## src/rtl/ffs_pkg.sv

```systemverilog
package ffs_pkg;

  // Item actions
  typedef enum logic [1:0] {
    ACT_CLEAR  = 2'd0,
    ACT_APPEND = 2'd1,
    ACT_SEARCH = 2'd2
  } action_t;

  // Fit strategies; code 3 is not a strategy and never fits
  typedef enum logic [1:0] {
    STRAT_FIRST = 2'd0,
    STRAT_BEST  = 2'd1,
    STRAT_WORST = 2'd2
  } strat_t;

  localparam int unsigned FIELD_W = 16;

  // Register byte address of the memory span
  localparam logic [0:0] REG_MEM_SPAN = 1'b0;
  localparam logic [FIELD_W-1:0] MEM_SPAN_RESET = 16'hFFFF;

  // Search request held for the whole pass through the chain
  typedef struct packed {
    logic [FIELD_W-1:0] req;
    logic [1:0]         strat;
  } search_ctl_t;

endpackage

```

## src/rtl/ffs_cell.sv

```systemverilog
module ffs_cell #(
  parameter int IDX       = 0,
  parameter int ADDR_BITS = 16,
  parameter int CNT_W     = 5,
  parameter int SW        = 17
) (
  input  logic                 clk,
  input  logic                 rst,
  input  ffs_pkg::search_ctl_t ctl,
  input  logic [CNT_W-1:0]     count,
  input  logic                 wr_en,
  input  logic [ADDR_BITS-1:0] wr_start,
  input  logic [ADDR_BITS-1:0] wr_length,
  input  logic                 adv,
  input  logic                 run_in,
  input  logic                 hit_in,
  input  logic [ADDR_BITS-1:0] pick_in,
  input  logic [SW-1:0]        slack_in,
  output logic                 run_out,
  output logic                 hit_out,
  output logic [ADDR_BITS-1:0] pick_out,
  output logic [SW-1:0]        slack_out
);
  import ffs_pkg::*;

  logic [ADDR_BITS-1:0] start;
  logic [ADDR_BITS-1:0] length;
  logic                 occ;
  logic                 fits;
  logic                 take;
  logic [SW-1:0]        slack;

  // Store the region when the fill count points at this cell
  always_ff @(posedge clk) begin
    if (wr_en && count == CNT_W'(IDX)) begin
      start  <= wr_start;
      length <= wr_length;
    end
  end

  // Compare this region against the passing candidate
  always_comb begin
    occ   = CNT_W'(IDX) < count;
    fits  = run_in && occ && (ctl.req != '0) && (SW'(length) >= SW'(ctl.req));
    slack = SW'(length) - SW'(ctl.req);
    unique case (ctl.strat)
      STRAT_FIRST: take = fits && !hit_in;
      STRAT_BEST:  take = fits && (slack < slack_in);
      STRAT_WORST: take = fits && (!hit_in || slack > slack_in);
      default:     take = 1'b0;
    endcase
  end

  // Hand the updated candidate to the next cell
  always_ff @(posedge clk) begin
    if (rst) begin
      run_out <= 1'b0;
    end else if (adv) begin
      run_out <= run_in;
    end
  end

  always_ff @(posedge clk) begin
    if (adv) begin
      hit_out   <= hit_in | take;
      pick_out  <= take ? start : pick_in;
      slack_out <= take ? slack : slack_in;
    end
  end

endmodule

```

## src/rtl/free_block_fit_search_core.sv

```systemverilog
// Channel  | Handshake            | Word
// ---------+----------------------+------------------------------------------------
// in       | in_valid / in_stall  | action, region_start, region_length,
//          |                      | request_size, strategy
// out      | out_valid / out_stall| found, chosen_start
// cfg      | APB psel/penable     | memory span at byte address 0
//
// A search walks the row of ENTRIES cells, one cell per cycle unless the chain is
// frozen, from the launch register through each cell to the output register; the
// next word waits for its result, so the chain length sets the search time.
// in_stall stays high while a search is in the chain. A stalled result leaves the
// input open; the chain freezes only when the next search reaches its end.
// Synchronous reset empties the table and restores the memory span to 65535.
module free_block_fit_search_core #(
  parameter int ENTRIES   = 16,
  parameter int ADDR_BITS = 16
) (
  input  logic        clk,
  input  logic        rst,
  input  logic        in_valid,
  output logic        in_stall,
  input  logic [1:0]  action,
  input  logic [15:0] region_start,
  input  logic [15:0] region_length,
  input  logic [15:0] request_size,
  input  logic [1:0]  strategy,
  output logic        out_valid,
  input  logic        out_stall,
  output logic        found,
  output logic [15:0] chosen_start,
  input  logic        psel,
  input  logic        penable,
  input  logic        pwrite,
  input  logic [0:0]  paddr,
  input  logic [31:0] pwdata,
  output logic [31:0] prdata,
  output logic        pready
);
  import ffs_pkg::*;

  localparam int CNT_W = $clog2(ENTRIES + 1);
  localparam int WW    = (ADDR_BITS > FIELD_W) ? ADDR_BITS : FIELD_W;
  localparam int SW    = WW + 1;

  logic [FIELD_W-1:0] mem_span;
  logic [CNT_W-1:0]   count;
  search_ctl_t        ctl;
  logic               launch;
  logic               accept;
  logic               adv;
  logic               busy;
  logic               wr_en;
  logic [ENTRIES-1:0] runs;

  logic                 c_run   [ENTRIES+1];
  logic                 c_hit   [ENTRIES+1];
  logic [ADDR_BITS-1:0] c_pick  [ENTRIES+1];
  logic [SW-1:0]        c_slack [ENTRIES+1];

  // Configuration port
  assign pready = 1'b1;
  assign prdata = (paddr == REG_MEM_SPAN) ? {16'd0, mem_span} : 32'd0;

  always_ff @(posedge clk) begin
    if (rst) begin
      mem_span <= MEM_SPAN_RESET;
    end else if (psel && penable && pwrite && pready && paddr == REG_MEM_SPAN) begin
      mem_span <= pwdata[FIELD_W-1:0];
    end
  end

  // Input handshake: one search in the chain at a time
  always_comb begin
    busy = launch;
    for (int i = 0; i < ENTRIES; i++) begin
      runs[i] = c_run[i+1];
      busy    = busy | c_run[i+1];
    end
  end

  assign in_stall = busy;
  assign accept   = in_valid && !in_stall;
  assign wr_en    = accept && action == ACT_APPEND && count < CNT_W'(ENTRIES);
  assign adv      = !(c_run[ENTRIES] && out_valid && out_stall);

  // Fill count of the table
  always_ff @(posedge clk) begin
    if (rst) begin
      count <= '0;
    end else if (accept && action == ACT_CLEAR) begin
      count <= '0;
    end else if (wr_en) begin
      count <= count + 1'b1;
    end
  end

  // Latch the search request and launch a candidate
  always_ff @(posedge clk) begin
    if (rst) begin
      launch <= 1'b0;
    end else if (accept && action == ACT_SEARCH) begin
      launch <= 1'b1;
    end else if (adv) begin
      launch <= 1'b0;
    end
  end

  always_ff @(posedge clk) begin
    if (accept && action == ACT_SEARCH) begin
      ctl.req   <= request_size;
      ctl.strat <= strategy;
    end
  end

  // Seed candidate: best fit starts from the slack limit
  assign c_run[0]   = launch;
  assign c_hit[0]   = 1'b0;
  assign c_pick[0]  = '0;
  assign c_slack[0] = (ctl.strat == STRAT_BEST) ? (SW'(mem_span) + SW'(1)) : '0;

  // Row of cells, one region each
  for (genvar g = 0; g < ENTRIES; g++) begin : g_cell
    ffs_cell #(
      .IDX       (g),
      .ADDR_BITS (ADDR_BITS),
      .CNT_W     (CNT_W),
      .SW        (SW)
    ) u_cell (
      .clk       (clk),
      .rst       (rst),
      .ctl       (ctl),
      .count     (count),
      .wr_en     (wr_en),
      .wr_start  (ADDR_BITS'(region_start)),
      .wr_length (ADDR_BITS'(region_length)),
      .adv       (adv),
      .run_in    (c_run[g]),
      .hit_in    (c_hit[g]),
      .pick_in   (c_pick[g]),
      .slack_in  (c_slack[g]),
      .run_out   (c_run[g+1]),
      .hit_out   (c_hit[g+1]),
      .pick_out  (c_pick[g+1]),
      .slack_out (c_slack[g+1])
    );
  end

  // Output register
  always_ff @(posedge clk) begin
    if (rst) begin
      out_valid <= 1'b0;
    end else if (c_run[ENTRIES] && adv) begin
      out_valid <= 1'b1;
    end else if (out_valid && !out_stall) begin
      out_valid <= 1'b0;
    end
  end

  always_ff @(posedge clk) begin
    if (c_run[ENTRIES] && adv) begin
      found        <= c_hit[ENTRIES];
      chosen_start <= c_hit[ENTRIES] ? FIELD_W'(c_pick[ENTRIES]) : '0;
    end
  end

  // At most one candidate travels the chain
  a_one_token: assert property (@(posedge clk) disable iff (rst)
    $onehot0({launch, runs}))
    else $error("more than one search candidate in the chain");

  // The fill count never passes the table depth
  a_count_range: assert property (@(posedge clk) disable iff (rst)
    count <= CNT_W'(ENTRIES))
    else $error("entry count beyond table depth");

  // A new result comes only from the end of the chain
  a_out_source: assert property (@(posedge clk) disable iff (rst)
    $rose(out_valid) |-> $past(c_run[ENTRIES]))
    else $error("result appeared without a finished search");

  // A frozen chain keeps its last candidate in place
  a_hold_last: assert property (@(posedge clk) disable iff (rst)
    (c_run[ENTRIES] && !adv) |=> c_run[ENTRIES])
    else $error("finished search lost while output stalled");

endmodule
```

## config.mk

```make
export PLATFORM = sky130hd
export DESIGN_NAME = free_block_fit_search_core
export DESIGN_NICKNAME = d
export VERILOG_FILES = /design/src/rtl/ffs_pkg.sv /design/src/rtl/ffs_cell.sv /design/src/rtl/free_block_fit_search_core.sv
export SDC_FILE = /design/constraint.sdc
export NUM_CORES = 2
export LEC_CHECK = 0
export CELL_PAD_IN_SITES_DETAIL_PLACEMENT = 1
export CELL_PAD_IN_SITES_GLOBAL_PLACEMENT = 1
export CORE_UTILIZATION = 58
export DETAILED_ROUTE_END_ITERATION = 8
export DONT_BUFFER_PORTS = 1
export PLACE_DENSITY_LB_ADDON = 0.1
export SYNTH_ARGS = -nofsm -noshare
export SYNTH_HDL_FRONTEND = slang
export SYNTH_SLANG_ARGS = --single-unit
export TNS_END_PERCENT = 5
```

## constraint.sdc

```tcl
create_clock -name clk -period 26.2 [get_ports clk]
set_input_delay 2.62 -clock clk [delete_from_list [all_inputs] [get_ports clk]]
set_output_delay 2.62 -clock clk [all_outputs]
set_load 0.05 [all_outputs]
```

==> impl_metrics.json <==
{
  "antenna_found_initial": 19,
  "synthAdderAreaFrac": 0.116,
  "routed_wl_um": 184000,
  "die-area_um2": 105000,
  "crit_type": "flip-flop to flip-flop",
  "clock_path_buffers": 3,
  "max_slew_margin": 0.123,
  "postSynthCellCount": 4697,
  "synth-seq-cells": 1113,
  "cts_setup_buffers": 0,
  "tightest_slew_ns": 1.31,
  "clkTransAtPathRegs_ns": 0.07,
  "rows": 117,
  "port_buffers": 0,
  "pwr-share-comb": 0.073,
  "synth_top_family_by_area": "adder cells",
  "synth_simple_gate_area_share": 0.0787,
  "place.gp.congestion": 0.893,
  "h-tree-depth": 3,
  "io_pins": 144,
  "synth_xor_area_frac": 0.0285,
  "drive_gt1_frac": 0.141,
  "powerDensity_nw_per_um2": 60.8,
  "slew_violations": 0,
  "ir_drop_uv": 54.3,
  "grt_pass1_wl_um": 272000,
  "syn_area_um2": 60300,
  "p_sw_frac": 0.236,
  "cp_common_cell": "a21oi_1",
  "critical_path_buf_inv_count": 3,
  "critPathLaunchType": "flip-flop",
  "synth_edf_count": 1074,
  "layout_commonest_cell": "edfxtp_1",
  "power.share.clock": 0.430,
  "end_kind": "flip-flop",
  "wl_per_cell_um": 29.4,
  "cap_viol_max_count": 0,
  "grt-ovfl-total": 0,
  "hold_buffers": 0,
  "die_h_um": 324,
  "num_vias": 40537,
  "path_cells": "inv_2 -> buf_4 -> fa_1 -> a21o_1 -> a21oi_1 -> o21ai_1 -> a21o_1 -> a21oi_1 -> nor3_1 -> a311o_1 -> ha_1 -> a21oi_1 -> o21ai_0 -> a2111oi_0 -> o31a_1 -> o311ai_0 -> o211a_1 -> a211oi_4 -> buf_4 -> mux2i_1",
  "synth_compound_area_frac": 0.0995,
  "arrival_ns": 7.97,
  "synthMuxAreaShare": 0.0926,
  "setup_tns_ns": 0,
  "fin_hold_ws_ns": 0.505,
  "crit_family": "compound AO/OA/AOI/OAI gates",
  "p_leak_nw": 26.6,
  "hold_class": "flip-flop to flip-flop",
  "cp_slowest_stage_delay_ns": 0.68,
  "min_period_ns": 7.52,
  "crit_required_ns": 26.65,
  "p_sw_w": 0.000947,
  "coreArea_um2": 102000,
  "postLayoutCoreUtil": 0.645,
  "outcome": "finished clean",
  "hold_viol_final": 0,
  "route.detailed.drc": 0,
  "place_inst": 6031,
  "drt_pass1_iterations": 5,
  "area_delta_synth_final_pct": 9.45,
  "worst-path-max-fanout": 24,
  "final_cells": 6258,
  "synthArstFlopShare": 0,
  "cts.sinks": 1113,
  "grt_pass1_vias": 43109,
  "finClkSkew_ns": 0.0663,
  "numCtsBuffers": 117,
  "root_buffer": "clkbuf_16",
  "grt_max_degree": 207,
  "vias_per_cell": 6.48,
  "p_seq_frac": 0.497,
  "drt_iter0_markers": 3802,
  "drtAntennaViolNets": 0,
  "dp.final_hpwl_um": 121000,
  "mostFrequentLayoutCells": "edfxtp_1 (1074), ha_1 (535), inv_1 (403)",
  "fmax_ghz": 0.133,
  "ctsResizeCount": 0,
  "syn_avg_cell_area_um2": 12.8,
  "synth_seq_area_share": 0.548,
  "ys.warnings.count": 0,
  "setup_viol": 0,
  "cts_tree": "done",
  "clk-insertion-delay-late_ns": 0.77,
  "die_w_um": 324,
  "critical_path.slowest_cell": "a211oi_4",
  "ys.flop_type": "edfxtp_1",
  "initial_core_util": 0.589,
  "n_fill_cell": 9854,
  "nets": 5425,
  "fin_crit_sh": 0.287,
  "p_int_w": 0.00306,
  "synth_cell_type_count": 91,
  "grt_setup_unrepaired": "no",
  "grt_use_total": 0.347
}
==> logic make-up (layout without fill, tap and decap cells) <==
kind of cell	after synthesis	count (layout)
simple gates	932	932
compound gates	894	894
fa+ha+maj	551	551
flops	1113	1113
xor+xnor	196	196
mux	499	499
other cells	2	25
buf+inv	510	680
==> power groups by stage <==
| stage | clock network (W) | logic, W | registers, W |
|---|---|---|---|
| 2_1_floorplan | 0 | 0.000207 | 0.00202 |
| 3_3_place_gp | 0 | 0.000265 | 0.00203 |
| 3_5_place_dp | 0 | 0.000281 | 0.00203 |
| 4_1_cts | 0.00173 | 0.000289 | 0.00199 |
| 5_1_grt | 0.00179 | 0.000321 | 0.00199 |
| 6_report | 0.00173 | 0.000292 | 0.00199 |
==> worst register-to-register path: stages (launching register included) <==
cell and delay (ns):
edfxtp_1 0.54, inv_2 0.26, buf_4 0.40, fa_1 0.55, a21o_1 0.19, a21oi_1 0.31
o21ai_1 0.14, a21o_1 0.22, a21oi_1 0.43, nor3_1 0.13, a311o_1 0.35, ha_1 0.33
a21oi_1 0.15, o21ai_0 0.15, a2111oi_0 0.62, o31a_1 0.32, o311ai_0 0.19, o211a_1 0.23
a211oi_4 0.69, buf_4 0.47, mux2i_1 0.56
==> through the flow <==
stage / instance area (um^2) / power (W) / worst slack (ns)
after floorplan: 60300 / 0.00222 / 7.63
after global placement: 62000 / 0.00229 / 19.34
after detailed placement: 62000 / 0.00231 / 19.08
after CTS: 66000 / 0.00401 / 18.71
after global routing: 66000 / 0.00410 / 18.41
final: 66000 / 0.00401 / 18.68
==> layer usage <==
layer	vias up	track usage	wire, um
li1	17846	-	-
met1	20539	0.435	71800
met5	-	0	57
met3	446	0.0649	14400
met2	1698	0.592	90000
met4	8	0.139	7700
==> final timing paths <==
path / start / end / slack (ns) / cells past startpoint
max: ctl[3] / g_cell[2].u_cell.slack_out[0] / 18.68 / 20
min: g_cell[11].u_cell.run_out / g_cell[12].u_cell.run_out / 0.50 / 2
max reg2reg: ctl[3] / g_cell[2].u_cell.slack_out[0] / 18.68 / 20
min reg2reg: g_cell[11].u_cell.run_out / g_cell[12].u_cell.run_out / 0.50 / 2
==> state kept, by name (all words and copies together), names as in the netlist <==
name                     flops
found                        1
g_cell.u_cell.pick_out     256
chosen_start                16
count                        5
g_cell.u_cell.length       256
g_cell.u_cell.hit_out       16
ctl                         18
g_cell.u_cell.start        256
g_cell.u_cell.run_out       16
out_valid                    1
launch                       1
g_cell.u_cell.slack_out    255
mem_span                    16
==> cell usage after synthesis, types with 22 or more instances <==
library cell     n  share of area
edfxtp_1      1074           0.54
ha_1           535           0.11
inv_1          406          0.025
mux2_2         400          0.075
a21oi_1        266          0.022
nand2_1        204          0.013
nor2_1         201          0.013
a21o_1         163          0.020
xnor2_1        132          0.019
o21ai_0        118         0.0098
nand3_1         91         0.0076
nand4_1         73         0.0076
nor3_1          73         0.0061
mux2_1          71          0.013
xor2_1          64         0.0093
nor2b_1         62         0.0064
and2_1          47         0.0049
dfxtp_1         39          0.013
and3_1          38         0.0039
nand2b_1        38         0.0039
a31oi_1         36         0.0037
clkbuf_1        36         0.0022
o21a_1          36         0.0045
o21bai_1        34         0.0042
mux2i_1         28         0.0046
buf_4           27         0.0034
and4_1          26         0.0038
a211oi_1        24         0.0030
nor4_1          23         0.0024
o31ai_1         22         0.0027
==> layout make-up <==
type	instances	area, um^2	share of cell area
antenna	8	20.0	0.000303
clock inverter	76	843	0.0128
sequential	1113	33000	0.501
timing repair buffer	52	403	0.00611
clock buffer	143	3120	0.0473
inverter	409	1540	0.0234
multi-input combinational	3089	25300	0.384
tap	1368	1710	0.0259
Note: power is estimated with default switching activity, not from simulation.
